==> src/hw/rtl/bdq_pkg.sv <==
// bdq_pkg: shared types and constants of the bounded deque with search
// request and result layouts, command codes, internal operation codes
// no dependencies
package bdq_pkg;

  // field widths
  localparam int unsigned CMD_W    = 3;
  localparam int unsigned VAL_W    = 32;
  localparam int unsigned POS_W    = 5;

  // default store depth and depth of the queues between the parts
  localparam int unsigned DEPTH_DEF   = 16;
  localparam int unsigned QUEUE_DEPTH = 2;

  // command codes as they arrive on the request port
  localparam logic [CMD_W-1:0] CMD_INS_FRONT = 3'd0;
  localparam logic [CMD_W-1:0] CMD_INS_REAR  = 3'd1;
  localparam logic [CMD_W-1:0] CMD_REM_FRONT = 3'd2;
  localparam logic [CMD_W-1:0] CMD_REM_REAR  = 3'd3;
  localparam logic [CMD_W-1:0] CMD_SEARCH    = 3'd4;

  // result status codes
  typedef enum logic [1:0] {
    ST_OK       = 2'd0,
    ST_EMPTY    = 2'd1,
    ST_FULL     = 2'd2,
    ST_NOTFOUND = 2'd3
  } status_e;

  // decoded operation handed from front to back
  typedef enum logic [2:0] {
    OP_INS_FRONT,
    OP_INS_REAR,
    OP_REM_FRONT,
    OP_REM_REAR,
    OP_SEARCH,
    OP_NOP
  } op_e;

  typedef struct packed {
    logic [CMD_W-1:0]        command;
    logic signed [VAL_W-1:0] value;
  } req_t;

  typedef struct packed {
    status_e          status;
    logic [POS_W-1:0] position;
    logic [POS_W-1:0] occupancy;
  } rsp_t;

  typedef struct packed {
    op_e                     op;
    logic signed [VAL_W-1:0] value;
  } op_t;

endpackage

==> src/hw/rtl/bdq_fifo.sv <==
// bdq_fifo: small first-in first-out queue of any packed type
// used for the operation queue and the result queue
// no dependencies
module bdq_fifo #(
  parameter type         T     = logic,
  parameter int unsigned Depth = 2
) (
  input  logic clk_i,
  input  logic rst_ni,
  input  logic push_i,
  input  T     data_i,
  output logic full_o,
  input  logic pop_i,
  output T     data_o,
  output logic empty_o
);

  localparam int unsigned PTR_W = (Depth > 1) ? $clog2(Depth) : 1;
  localparam int unsigned CNT_W = $clog2(Depth + 1);

  T                 slot_q [Depth];
  logic [PTR_W-1:0] wptr_q, wptr_d;
  logic [PTR_W-1:0] rptr_q, rptr_d;
  logic [CNT_W-1:0] cnt_q, cnt_d;
  logic             do_push, do_pop;

  assign full_o  = (cnt_q == CNT_W'(Depth));
  assign empty_o = (cnt_q == '0);
  assign do_push = push_i && !full_o;
  assign do_pop  = pop_i && !empty_o;
  assign data_o  = slot_q[rptr_q];

  // pointer and fill count update with wrap at the depth
  always_comb begin
    wptr_d = wptr_q;
    rptr_d = rptr_q;
    cnt_d  = cnt_q;
    if (do_push) begin
      wptr_d = (wptr_q == PTR_W'(Depth - 1)) ? '0 : wptr_q + PTR_W'(1);
    end
    if (do_pop) begin
      rptr_d = (rptr_q == PTR_W'(Depth - 1)) ? '0 : rptr_q + PTR_W'(1);
    end
    if (do_push && !do_pop) begin
      cnt_d = cnt_q + CNT_W'(1);
    end else if (do_pop && !do_push) begin
      cnt_d = cnt_q - CNT_W'(1);
    end
  end

  always_ff @(posedge clk_i or negedge rst_ni) begin
    if (!rst_ni) begin
      wptr_q <= '0;
      rptr_q <= '0;
      cnt_q  <= '0;
    end else begin
      wptr_q <= wptr_d;
      rptr_q <= rptr_d;
      cnt_q  <= cnt_d;
    end
  end

  // payload storage
  always_ff @(posedge clk_i) begin
    if (do_push) begin
      slot_q[wptr_q] <= data_i;
    end
  end

endmodule

==> src/hw/rtl/bdq_front.sv <==
// bdq_front: accepts requests, decodes the command into an operation
// and queues it for the back end; depends on bdq_pkg and bdq_fifo
module bdq_front #(
  parameter int unsigned QueueDepth = bdq_pkg::QUEUE_DEPTH
) (
  input  logic          clk_i,
  input  logic          rst_ni,
  input  logic          push_i,
  input  bdq_pkg::req_t req_i,
  output logic          full_o,
  output logic          op_valid_o,
  input  logic          op_pop_i,
  output bdq_pkg::op_t  op_o
);
  import bdq_pkg::*;

  op_t  op_in;
  logic op_empty;

  // command decode, unused codes become a no-op
  always_comb begin
    op_in.value = req_i.value;
    unique case (req_i.command)
      CMD_INS_FRONT: op_in.op = OP_INS_FRONT;
      CMD_INS_REAR:  op_in.op = OP_INS_REAR;
      CMD_REM_FRONT: op_in.op = OP_REM_FRONT;
      CMD_REM_REAR:  op_in.op = OP_REM_REAR;
      CMD_SEARCH:    op_in.op = OP_SEARCH;
      default:       op_in.op = OP_NOP;
    endcase
  end

  // operation queue toward the back end
  bdq_fifo #(
    .T    (op_t),
    .Depth(QueueDepth)
  ) u_op_fifo (
    .clk_i  (clk_i),
    .rst_ni (rst_ni),
    .push_i (push_i),
    .data_i (op_in),
    .full_o (full_o),
    .pop_i  (op_pop_i),
    .data_o (op_o),
    .empty_o(op_empty)
  );

  assign op_valid_o = !op_empty;

endmodule

==> src/hw/rtl/bdq_back.sv <==
// bdq_back: element store, front pointer and count, and the search scanner
// executes one operation at a time; depends on bdq_pkg
module bdq_back #(
  parameter int unsigned DEPTH = bdq_pkg::DEPTH_DEF
) (
  input  logic          clk_i,
  input  logic          rst_ni,
  input  logic          op_valid_i,
  input  bdq_pkg::op_t  op_i,
  output logic          op_pop_o,
  input  logic          rsp_full_i,
  output logic          rsp_push_o,
  output bdq_pkg::rsp_t rsp_o
);
  import bdq_pkg::*;

  localparam int unsigned IDX_W = (DEPTH > 1) ? $clog2(DEPTH) : 1;
  localparam int unsigned CNT_W = $clog2(DEPTH + 1);

  localparam logic S_IDLE = 1'b0;
  localparam logic S_SCAN = 1'b1;

  // cell holding element at offset from the front, wrapping at the depth
  function automatic logic [IDX_W-1:0] cell_of(input logic [IDX_W-1:0] base,
                                               input logic [CNT_W-1:0] off);
    logic [CNT_W:0] sum;
    sum = (CNT_W + 1)'(base) + (CNT_W + 1)'(off);
    if (sum >= (CNT_W + 1)'(DEPTH)) begin
      sum = sum - (CNT_W + 1)'(DEPTH);
    end
    return sum[IDX_W-1:0];
  endfunction

  // count to result field width
  function automatic logic [POS_W-1:0] to_field(input logic [CNT_W-1:0] v);
    logic [CNT_W+POS_W-1:0] w;
    w = {{POS_W{1'b0}}, v};
    return w[POS_W-1:0];
  endfunction

  logic                    state_q, state_d;
  logic [IDX_W-1:0]        front_q, front_d;
  logic [CNT_W-1:0]        count_q, count_d;
  logic [CNT_W-1:0]        issue_q, issue_d;
  logic                    rd_vld_q, rd_vld_d;
  logic [CNT_W-1:0]        rd_off_q, rd_off_d;
  logic signed [VAL_W-1:0] key_q, key_d;
  logic signed [VAL_W-1:0] rdata_q;
  logic signed [VAL_W-1:0] mem_q [DEPTH];

  logic             is_full, is_empty;
  logic             wr_en, rd_en;
  logic [IDX_W-1:0] wr_addr, rd_addr, new_front;
  status_e          status;
  logic [CNT_W-1:0] position;

  assign is_full  = (count_q == CNT_W'(DEPTH));
  assign is_empty = (count_q == '0);
  assign rd_addr  = cell_of(front_q, issue_q);

  // operation sequencer
  always_comb begin
    state_d    = state_q;
    front_d    = front_q;
    count_d    = count_q;
    issue_d    = issue_q;
    rd_vld_d   = rd_vld_q;
    rd_off_d   = rd_off_q;
    key_d      = key_q;
    op_pop_o   = 1'b0;
    rsp_push_o = 1'b0;
    wr_en      = 1'b0;
    wr_addr    = cell_of(front_q, count_q);
    rd_en      = 1'b0;
    new_front  = (front_q == '0) ? IDX_W'(DEPTH - 1) : front_q - IDX_W'(1);
    status     = ST_OK;
    position   = '0;

    unique case (state_q)
      S_IDLE: begin
        if (op_valid_i && !rsp_full_i) begin
          op_pop_o   = 1'b1;
          rsp_push_o = 1'b1;
          unique case (op_i.op)
            OP_INS_FRONT: begin
              if (is_full) begin
                status = ST_FULL;
              end else begin
                front_d = new_front;
                wr_en   = 1'b1;
                wr_addr = new_front;
                count_d = count_q + CNT_W'(1);
              end
            end
            OP_INS_REAR: begin
              if (is_full) begin
                status = ST_FULL;
              end else begin
                wr_en   = 1'b1;
                count_d = count_q + CNT_W'(1);
              end
            end
            OP_REM_FRONT: begin
              if (is_empty) begin
                status = ST_EMPTY;
              end else begin
                front_d = cell_of(front_q, CNT_W'(1));
                count_d = count_q - CNT_W'(1);
              end
            end
            OP_REM_REAR: begin
              if (is_empty) begin
                status = ST_EMPTY;
              end else begin
                count_d = count_q - CNT_W'(1);
              end
            end
            OP_SEARCH: begin
              if (is_empty) begin
                status = ST_EMPTY;
              end else begin
                // result comes later from the scan
                rsp_push_o = 1'b0;
                key_d      = op_i.value;
                issue_d    = '0;
                rd_vld_d   = 1'b0;
                state_d    = S_SCAN;
              end
            end
            default: begin
              status = ST_OK;
            end
          endcase
        end
      end
      S_SCAN: begin
        // compare the element read last cycle, then issue the next read
        // the compared element is held while the result queue is full
        if (rd_vld_q && (rdata_q == key_q)) begin
          if (!rsp_full_i) begin
            rsp_push_o = 1'b1;
            status     = ST_OK;
            position   = rd_off_q + CNT_W'(1);
            rd_vld_d   = 1'b0;
            state_d    = S_IDLE;
          end
        end else if (rd_vld_q && (rd_off_q == count_q - CNT_W'(1))) begin
          if (!rsp_full_i) begin
            rsp_push_o = 1'b1;
            status     = ST_NOTFOUND;
            rd_vld_d   = 1'b0;
            state_d    = S_IDLE;
          end
        end else if (issue_q < count_q) begin
          rd_en    = 1'b1;
          rd_off_d = issue_q;
          issue_d  = issue_q + CNT_W'(1);
          rd_vld_d = 1'b1;
        end else begin
          rd_vld_d = 1'b0;
        end
      end
      default: begin
        state_d = S_IDLE;
      end
    endcase

    rsp_o.status    = status;
    rsp_o.position  = to_field(position);
    rsp_o.occupancy = to_field(count_d);
  end

  always_ff @(posedge clk_i or negedge rst_ni) begin
    if (!rst_ni) begin
      state_q  <= S_IDLE;
      front_q  <= '0;
      count_q  <= '0;
      issue_q  <= '0;
      rd_vld_q <= 1'b0;
    end else begin
      state_q  <= state_d;
      front_q  <= front_d;
      count_q  <= count_d;
      issue_q  <= issue_d;
      rd_vld_q <= rd_vld_d;
    end
  end

  // scan payload
  always_ff @(posedge clk_i) begin
    rd_off_q <= rd_off_d;
    key_q    <= key_d;
  end

  // element store, one write and one registered read port
  always_ff @(posedge clk_i) begin
    if (wr_en) begin
      mem_q[wr_addr] <= op_i.value;
    end
    if (rd_en) begin
      rdata_q <= mem_q[rd_addr];
    end
  end

endmodule

==> src/hw/rtl/bounded_deque_with_search_top.sv <==
// Bounded double-ended queue of signed 32-bit values with search.
// Request channel: push / full with req_i (command, value); a request is
// taken at a clock edge with push high and full low. Result channel:
// empty / pop with rsp_o (status, position, occupancy); the oldest result
// is shown while empty is low and is taken at an edge with pop high.
// Every request gives exactly one result, in request order.
// Inserts, removals, unused codes and searches of an empty store give
// their result without a scan, at one per cycle while the result queue
// has room. A search holds the back end until it matches or has compared
// every held element: the scan reads one element per cycle through the
// store's single read port.
// A two-entry operation queue and a two-entry result queue sit on either
// side of the back end; a stalled receiver fills the result queue, then
// the back end waits and the operation queue fills until full rises.
// Reset empties the store and both queues; no clearing pass is needed.
// Depends on bdq_pkg, bdq_fifo, bdq_front, bdq_back.
module bounded_deque_with_search_top #(
  parameter int unsigned DEPTH = bdq_pkg::DEPTH_DEF
) (
  input  logic          clk_i,
  input  logic          rst_ni,
  input  logic          push,
  output logic          full,
  input  bdq_pkg::req_t req_i,
  output logic          empty,
  input  logic          pop,
  output bdq_pkg::rsp_t rsp_o
);
  import bdq_pkg::*;

  logic op_valid, op_pop;
  op_t  op;
  logic rsp_push, rsp_full;
  rsp_t rsp;

  // request decode and operation queue
  bdq_front #(
    .QueueDepth(QUEUE_DEPTH)
  ) u_front (
    .clk_i     (clk_i),
    .rst_ni    (rst_ni),
    .push_i    (push),
    .req_i     (req_i),
    .full_o    (full),
    .op_valid_o(op_valid),
    .op_pop_i  (op_pop),
    .op_o      (op)
  );

  // store and execution
  bdq_back #(
    .DEPTH(DEPTH)
  ) u_back (
    .clk_i     (clk_i),
    .rst_ni    (rst_ni),
    .op_valid_i(op_valid),
    .op_i      (op),
    .op_pop_o  (op_pop),
    .rsp_full_i(rsp_full),
    .rsp_push_o(rsp_push),
    .rsp_o     (rsp)
  );

  // result queue toward the receiver
  bdq_fifo #(
    .T    (rsp_t),
    .Depth(QUEUE_DEPTH)
  ) u_rsp_fifo (
    .clk_i  (clk_i),
    .rst_ni (rst_ni),
    .push_i (rsp_push),
    .data_i (rsp),
    .full_o (rsp_full),
    .pop_i  (pop),
    .data_o (rsp_o),
    .empty_o(empty)
  );

endmodule

==> config.mk <==
export PLATFORM = sky130hd
export DESIGN_NAME = bounded_deque_with_search_top
export DESIGN_NICKNAME = d
export VERILOG_FILES = /design/src/hw/rtl/bdq_pkg.sv /design/src/hw/rtl/bdq_fifo.sv /design/src/hw/rtl/bdq_front.sv /design/src/hw/rtl/bdq_back.sv /design/src/hw/rtl/bounded_deque_with_search_top.sv
export SDC_FILE = /design/constraint.sdc
export NUM_CORES = 1
export LEC_CHECK = 0
export ABC_AREA = 1
export BUFFER_PORTS_ARGS = -buffer_cell sky130_fd_sc_hd__buf_2
export CORE_ASPECT_RATIO = 1.75
export CORE_UTILIZATION = 62
export DETAILED_ROUTE_END_ITERATION = 8
export GPL_TIMING_DRIVEN = 1
export PLACE_DENSITY = 0.79
export RECOVER_POWER = 50
export REMOVE_ABC_BUFFERS = 1
export SLEW_MARGIN = 20
export SYNTH_ARGS = -nofsm -noshare
export SYNTH_HDL_FRONTEND = slang
export SYNTH_SLANG_ARGS = --single-unit
==> constraint.sdc <==
create_clock -name clk_i -period 4.1 [get_ports clk_i]
set_input_delay 0.41 -clock clk_i [delete_from_list [all_inputs] [get_ports clk_i]]
set_output_delay 0.41 -clock clk_i [all_outputs]
set_load 0.01 [all_outputs]
-- Word level (Yosys, flattened, before mapping)
Memory sizes are Yosys's and may differ from the RTL's. A register that Yosys moved wholly into a read port is not among the register bits.
Index checks and enable logic that the tools add are counted.
- memories: 3
- output and inout bits: 14
- flip-flop bits (word level): 61
- bits of input ports: 39
- memory bits (writable): 606
- word-level logic and storage cells: 180
- memory list (name ; depth ; width ; rd ports ; clocked after Yosys merged registers in ; wr ports ; RTL line ; source):
    u_back.mem_q ; 16 ; 32 ; 1 ; 1 ; 1 ; bdq_back.sv:49 ; logic signed [VAL_W-1:0] mem_q [DEPTH];
    u_front.u_op_fifo.slot_q ; 2 ; 35 ; 1 ; 0 ; 1 ; bdq_fifo.sv:21 ; T slot_q [Depth];
    u_rsp_fifo.slot_q ; 2 ; 12 ; 1 ; 0 ; 1 ; bdq_fifo.sv:21 ;
- equal/unequal tests: 21
- muxes and demuxes: 80
- add/subtract/negate cells: 19
- magnitude comparators: 4
- bitwise logic cells: 4
- reduce and logical (&&, ||, !) cells: 36
- operators with widths (kind ; number):
    $mux 5 ; 13
    $mux 4 ; 10
    $mux 1 ; 39
    $eq 32x32->1 ; 1
    $pmux 5 s2 ; 2
    $mux 2 ; 9
    $sub 4x1->4 const B ; 4
    $add 5x1->5 const B ; 3
    $pmux 3 s5 ; 1
    $ne 2x2->1 const B ; 7
    $add 4x5->6 ; 2
    $eq 3x2->1 const B ; 4
    $ge 6x5->1 const B ; 2
    $logic_and 1x1->1 ; 11
    $logic_not 1->1 ; 8
    $pmux 2 s2 ; 2
    $pmux 4 s2 ; 1
    $reduce_and 4->1 ; 2
    $eq 3x1->1 const B ; 2
    $eq 3x3->1 const B ; 2
    $logic_not 3->1 ; 2
    $pmux 1 s2 ; 3
    $reduce_and 6->1 ; 1
    $reduce_bool 2->1 ; 3
    19 further kinds ; 30

-- Logic depth before layout (Yosys ltp)
- depth after elaboration: 11
- mapped depth: 17
- depth with buffers taken out: 17

-- Modules after synthesis
Synthesis repeated with hierarchy kept, for this count alone.
- cell total of the unflattened synthesis: 2290
- area, all modules: 29298.1 um2
- by module, submodules not included (module ; seq. area each (um2) ; cells each ; area each (um2) ; instances):
    bdq_back ; 17847.1 ; 1975 ; 25371.8 ; 1
    bdq_fifo (u_front.u_op_fifo) ; 2202.1 ; 214 ; 2780.2 ; 1
    bdq_fifo (u_rsp_fifo) ; 820.8 ; 94 ; 1119.8 ; 1
    bdq_front ; 0.0 ; 7 ; 26.3 ; 1

-- Worst setup path before layout
OpenSTA, ideal clock, no wires.
- kind: flip-flop to flip-flop
- start: reg u_back.count_q[0]
- end: mem u_back.mem_q[13][0] (enable)
- period minus slack after synthesis: 3.433 ns
- setup time: 0.421 ns
- stages on the path, launching flop included: 12
- data required time: 3.679 ns
- path buffers: 0
- data arrival time: 3.012 ns
- path slack: 0.667 ns
- path through: dfrtp_1 inv_1 ha_1 nand3_1 nand3_4 nor2_8 nand2_4 nand2_2 o21ai_4 nor2_4 nand2_2 nor2_1
- cells in the longest elaborated chain, start to end: 7
- elaborated cells between the ends (all ways): 15
- those cells by class: 2 x add/sub; 1 x order compare; 1 x eq/ne; 11 x mux
- RTL lines (what ; RTL line ; source):
    from (decl) ; bdq_back.sv:43 ; logic [CNT_W-1:0] count_q, count_d;
    from (signal assigned) ; bdq_back.sv:183 ; count_q <= count_d;
    $add 4x5->6 / $eq 5x5->1 (equally long branches) ; bdq_back.sv:27, bdq_back.sv:57 ;
    $ge 6x5->1 (tied with other cells) ; bdq_back.sv:28 ; if (sum >= (CNT_W + 1)'(DEPTH)) begin
    $mux 4 / $mux 1 (equally long branches) ; - ;
    $mux 4 / $mux 1 (equally long branches) ; bdq_back.sv:86, bdq_back.sv:81 ;
    $mux 4 / $mux 1 (equally long branches) ; bdq_back.sv:84, bdq_back.sv:79 ;
    $mux 4 / $mux 1 (equally long branches) ; bdq_back.sv:81, bdq_back.sv:197 ;
    $mux 4 / $mux 1 (equally long branches) ; bdq_back.sv:79, bdq_back.sv:198 ;
    to (decl) ; bdq_back.sv:49 ;
Several ways; a longest one is shown, not always the timed one.

-- Worst setup path in the final report
- start: reg u_front.u_op_fifo.rptr_q
- end: mem u_back.mem_q[15][19] (enable)
- cells in the longest elaborated chain, start to end: 8
- elaborated cells between the ends (all ways): 12
- those cells by class: 1 x eq/ne; 8 x mux; 2 x reduce/logical; 1 x memory
- RTL lines (what ; RTL line ; source):
    from (decl) ; bdq_fifo.sv:23 ; logic [PTR_W-1:0] rptr_q, rptr_d;
    from (signal assigned) ; bdq_fifo.sv:58 ; rptr_q <= rptr_d;
    $mem_v2 2x35 (*) ; - ;
    $eq 3x1->1 / $logic_not 3->1 (equally long branches) ; bdq_back.sv:84 ; unique case (op_i.op)
    $reduce_or 2->1 (no line) ; - ;
    $mux 1 ; - ;
    $mux 1 ; bdq_back.sv:81 ; if (op_valid_i && !rsp_full_i) begin
    $mux 1 ; bdq_back.sv:79 ; unique case (state_q)
    $mux 1 ; bdq_back.sv:197 ; if (wr_en) begin
    $mux 1 (not written as such) ; bdq_back.sv:198 ; mem_q[wr_addr] <= op_i.value;
Mark *: on every way between the ends. The rest lies on a longest branch, timed or not.

==> results.sh <==
export IMPL_yosys_area_share_adder_pct=0.968
export IMPL_fin_util_pct=70.4
export IMPL_finalCriticalPeriod_ns=3.58
export IMPL_avgSynthCellArea_um2=13.3
export IMPL_wl_per_cell_um=23.8
export IMPL_crit_path_end_kind="flip-flop"
export IMPL_finalSetupViolCount=0
export IMPL_crit_type="flip-flop to flip-flop"
export IMPL_root_buffer="clkbuf_16"
export IMPL_layout_commonest_cell="edfxtp_1"
export IMPL_dp_hpwl_mm=40.2
export IMPL_timing_hold_violations_final=0
export IMPL_synth_compound_area_share_pct=9.57
export IMPL_ant_nets=0
export IMPL_cp_data_required_time_ns=4.38
export IMPL_period_share_pct=87.3
export IMPL_drive_above_1_share_pct=8.61
export IMPL_async_reset_ff_share_pct=3.43
export IMPL_drtIter0Drc=2054
export IMPL_syn_area_mm2=0.0287
export IMPL_max_freq_mhz=279
export IMPL_drt_total_wl_mm=68.0
export IMPL_routed_via_count=17500
export IMPL_synthFlopType="edfxtp_1"
export IMPL_yosysTopAreaCell="edfxtp_1"
export IMPL_ys_ff_latch=699
export IMPL_port_buffers=52
export IMPL_tightest_slew_ns=2.57
export IMPL_regArea_mm2=0.0209
export IMPL_cts_resized=0
export IMPL_antenna_found_initial=1
export IMPL_synthCells=2159
export IMPL_synth_top_family_by_area="compound AO/OA/AOI/OAI gates"
export IMPL_fin_nets=2294
export IMPL_cp_arrival_ns=3.86
export IMPL_die_area_mm2=0.0472
export IMPL_ys_top_cells_by_area="edfxtp_1 (71%), mux2i_1 (4.5%), nand2_1 (4.3%), o21ai_0 (3.5%), a21oi_1 (3.0%)"
export IMPL_most_common_layout_cells="edfxtp_1 (675), nand2_1 (332), inv_1 (228)"
export IMPL_clk_pin_slew_ns=0.07
export IMPL_grt_start_max_net_pins=129
export IMPL_yosysUniqueCellTypes=45
export IMPL_synthMuxAreaShare_pct=4.47
export IMPL_cts_buffers=56
export IMPL_coreArea_mm2=0.0454
export IMPL_top_layer_used="met4"
export IMPL_first_pass_iters=6
export IMPL_netlist_area_leader_share_pct=70.7
export IMPL_hold_path_class="primary input to flip-flop"
export IMPL_grt_pass1_vias=18000
export IMPL_r2r_slack_ns=0.52
export IMPL_synth_xor_area_share_pct=0.999
export IMPL_areaGrowthSynthToFinish_pct=11.3
export IMPL_synth_simple_gate_area_share_pct=6.51
export IMPL_gr_total_overflow=0
export IMPL_wl_met2_mm=35.9
export IMPL_status="finished, violations left"
export IMPL_fp_dieW_um=165
export IMPL_cts_buffer_depth=3
export IMPL_die_height_um=287
export IMPL_h_tree_depth=2
export IMPL_clock_latency_ns=0.59
export IMPL_drc=0
export IMPL_place_gp_congestion=0.905
export IMPL_cts_tree="yes"
export IMPL_failed_checks="capacitance limit, slew limit"
export IMPL_multi_input_area_mm2=0.00663
export IMPL_synth_edf_count=675
export IMPL_clock_skew_ns=0.0166
export IMPL_cts_sinks=699
export IMPL_io_pins=53
export IMPL_wl_met1_mm=23.1
export IMPL_path_max_fanout=23
export IMPL_drv_slew=46
export IMPL_critPathLaunchType="flip-flop"
export IMPL_rsz0062_at_grt="no"
export IMPL_grt_pass1_wl_mm=102
export IMPL_maxCapViolations=2
export IMPL_rows=103
export IMPL_wl_met3_mm=5.08
export IMPL_ys_warn_count=0
export IMPL_start_util_pct=63.2
export IMPL_relSlewSlack_pct=-71.9
export IMPL_grt_usage_pct=29.6
export IMPL_fillerInstances=2923
export IMPL_routed_via_density=6.15
export IMPL_ys_seq_area_share_pct=72.8
-- metal layers --
layer,vias to the layer above,global-route usage (%)
met5,-,0
met4,0,16.5
met3,205,3.77
met2,902,52.2
met1,8564,34.6
li1,7875,-
-- flip-flops by register name, indices dropped and copies added, names as in the netlist --
register	flops
u_back.count_q	5
u_back.front_q	4
u_back.issue_q	5
u_back.key_q	32
u_back.mem_q	512
u_back.rd_off_q	5
u_back.rd_vld_q	1
u_back.rdata_q	32
u_back.state_q	1
u_front.u_op_fifo.cnt_q	2
u_front.u_op_fifo.rptr_q	1
u_front.u_op_fifo.slot_q	70
u_front.u_op_fifo.wptr_q	1
u_rsp_fifo.cnt_q	2
u_rsp_fifo.rptr_q	1
u_rsp_fifo.slot_q	24
u_rsp_fifo.wptr_q	1
-- stage by stage --
step | setup slack [ns] | hold slack [ns] | cell area [µm²] | TNS (ns) | instances
6_report | 0.520 | 0.0259 | 31900 | 0 | 2855
4_1_cts | 0.704 | 0.000278 | 32000 | 0 | 2854
3_3_place_gp | 0.859 | 0.444 | 29900 | 0 | 2737
2_1_floorplan | -4.93 | 0.114 | 28200 | -156.88 | 2058
3_5_place_dp | 0.777 | 0.458 | 29900 | 0 | 2737
5_1_grt | 0.365 | 0.00948 | 31900 | 0 | 2855
-- synthesized netlist by cell type, types with 5 or more instances --
cell        n
dfrtp_1    24
mux2i_1   128
inv_1     228
buf_4      17
xor2_1     15
edfxtp_1  675
buf_2      15
ha_1       19
a31oi_1    33
buf_1       9
o22ai_1     5
nand3_1    34
o21ai_0   201
nor2_1     56
o21ai_1    11
nand2_2     7
a21oi_1   173
nand2_1   330
o211ai_1   66
xnor2_1    14
clkbuf_1   59
-- worst paths after layout --
kind / startpoint / to / cells after the start
worst max-delay path: u_front.u_op_fifo.rptr_q / u_back.mem_q[15][19] / 13
worst min-delay path: req_i[5] / u_front.u_op_fifo.slot_q[0][5] / 1
worst max register to register: u_front.u_op_fifo.rptr_q / u_back.mem_q[15][19] / 13
worst min register to register: u_rsp_fifo.wptr_q / u_rsp_fifo.wptr_q / 2
max in group asynchronous: rst_ni / u_front.u_op_fifo.rptr_q / 2
min in group asynchronous: rst_ni / u_back.count_q[0] / 2
-- cells by family (layout without fill, tap and decap cells) --
family | after synthesis | in the layout
fa+ha+maj | 21 | 21
xor+xnor | 31 | 31
flops | 699 | 699
simple gates | 448 | 448
other cells | 0 | 1
buf+inv | 335 | 453
mux | 128 | 128
compound gates | 497 | 497
-- repair_timing --
action / 4_1_cts / 5_1_grt
setup buffers: 0 / 0
endpoints found under the hold margin: 52 / 0
hold buffers: 16 / 0
-- critical path, stage by stage (launching register included) --
cell and delay, ns:
dfrtp_2 0.79, inv_4 0.23, nand2_1 0.12, nand2_1 0.12
clkinvlp_2 0.22, nand3_4 0.14, nor2_8 0.17, nand2_4 0.11
nand2_1 0.09, nand2_1 0.10, inv_1 0.11, nand2_1 0.24
nor2_4 0.50, buf_4 0.31
-- area by class of cell --
class	instances	area share (%)
Inverter	234	2.77
Sequential cell	699	65.4
Clock buffer	69	4.61
Timing Repair Buffer	118	2.88
Tap cell	577	2.26
Clock inverter	32	1.32
Multi-Input combinational cell	1125	20.8
Antenna cell	1	0.00784
Power is not shown: default switching activity piles up to over one toggle a cycle in this logic, so the estimate is an artifact.
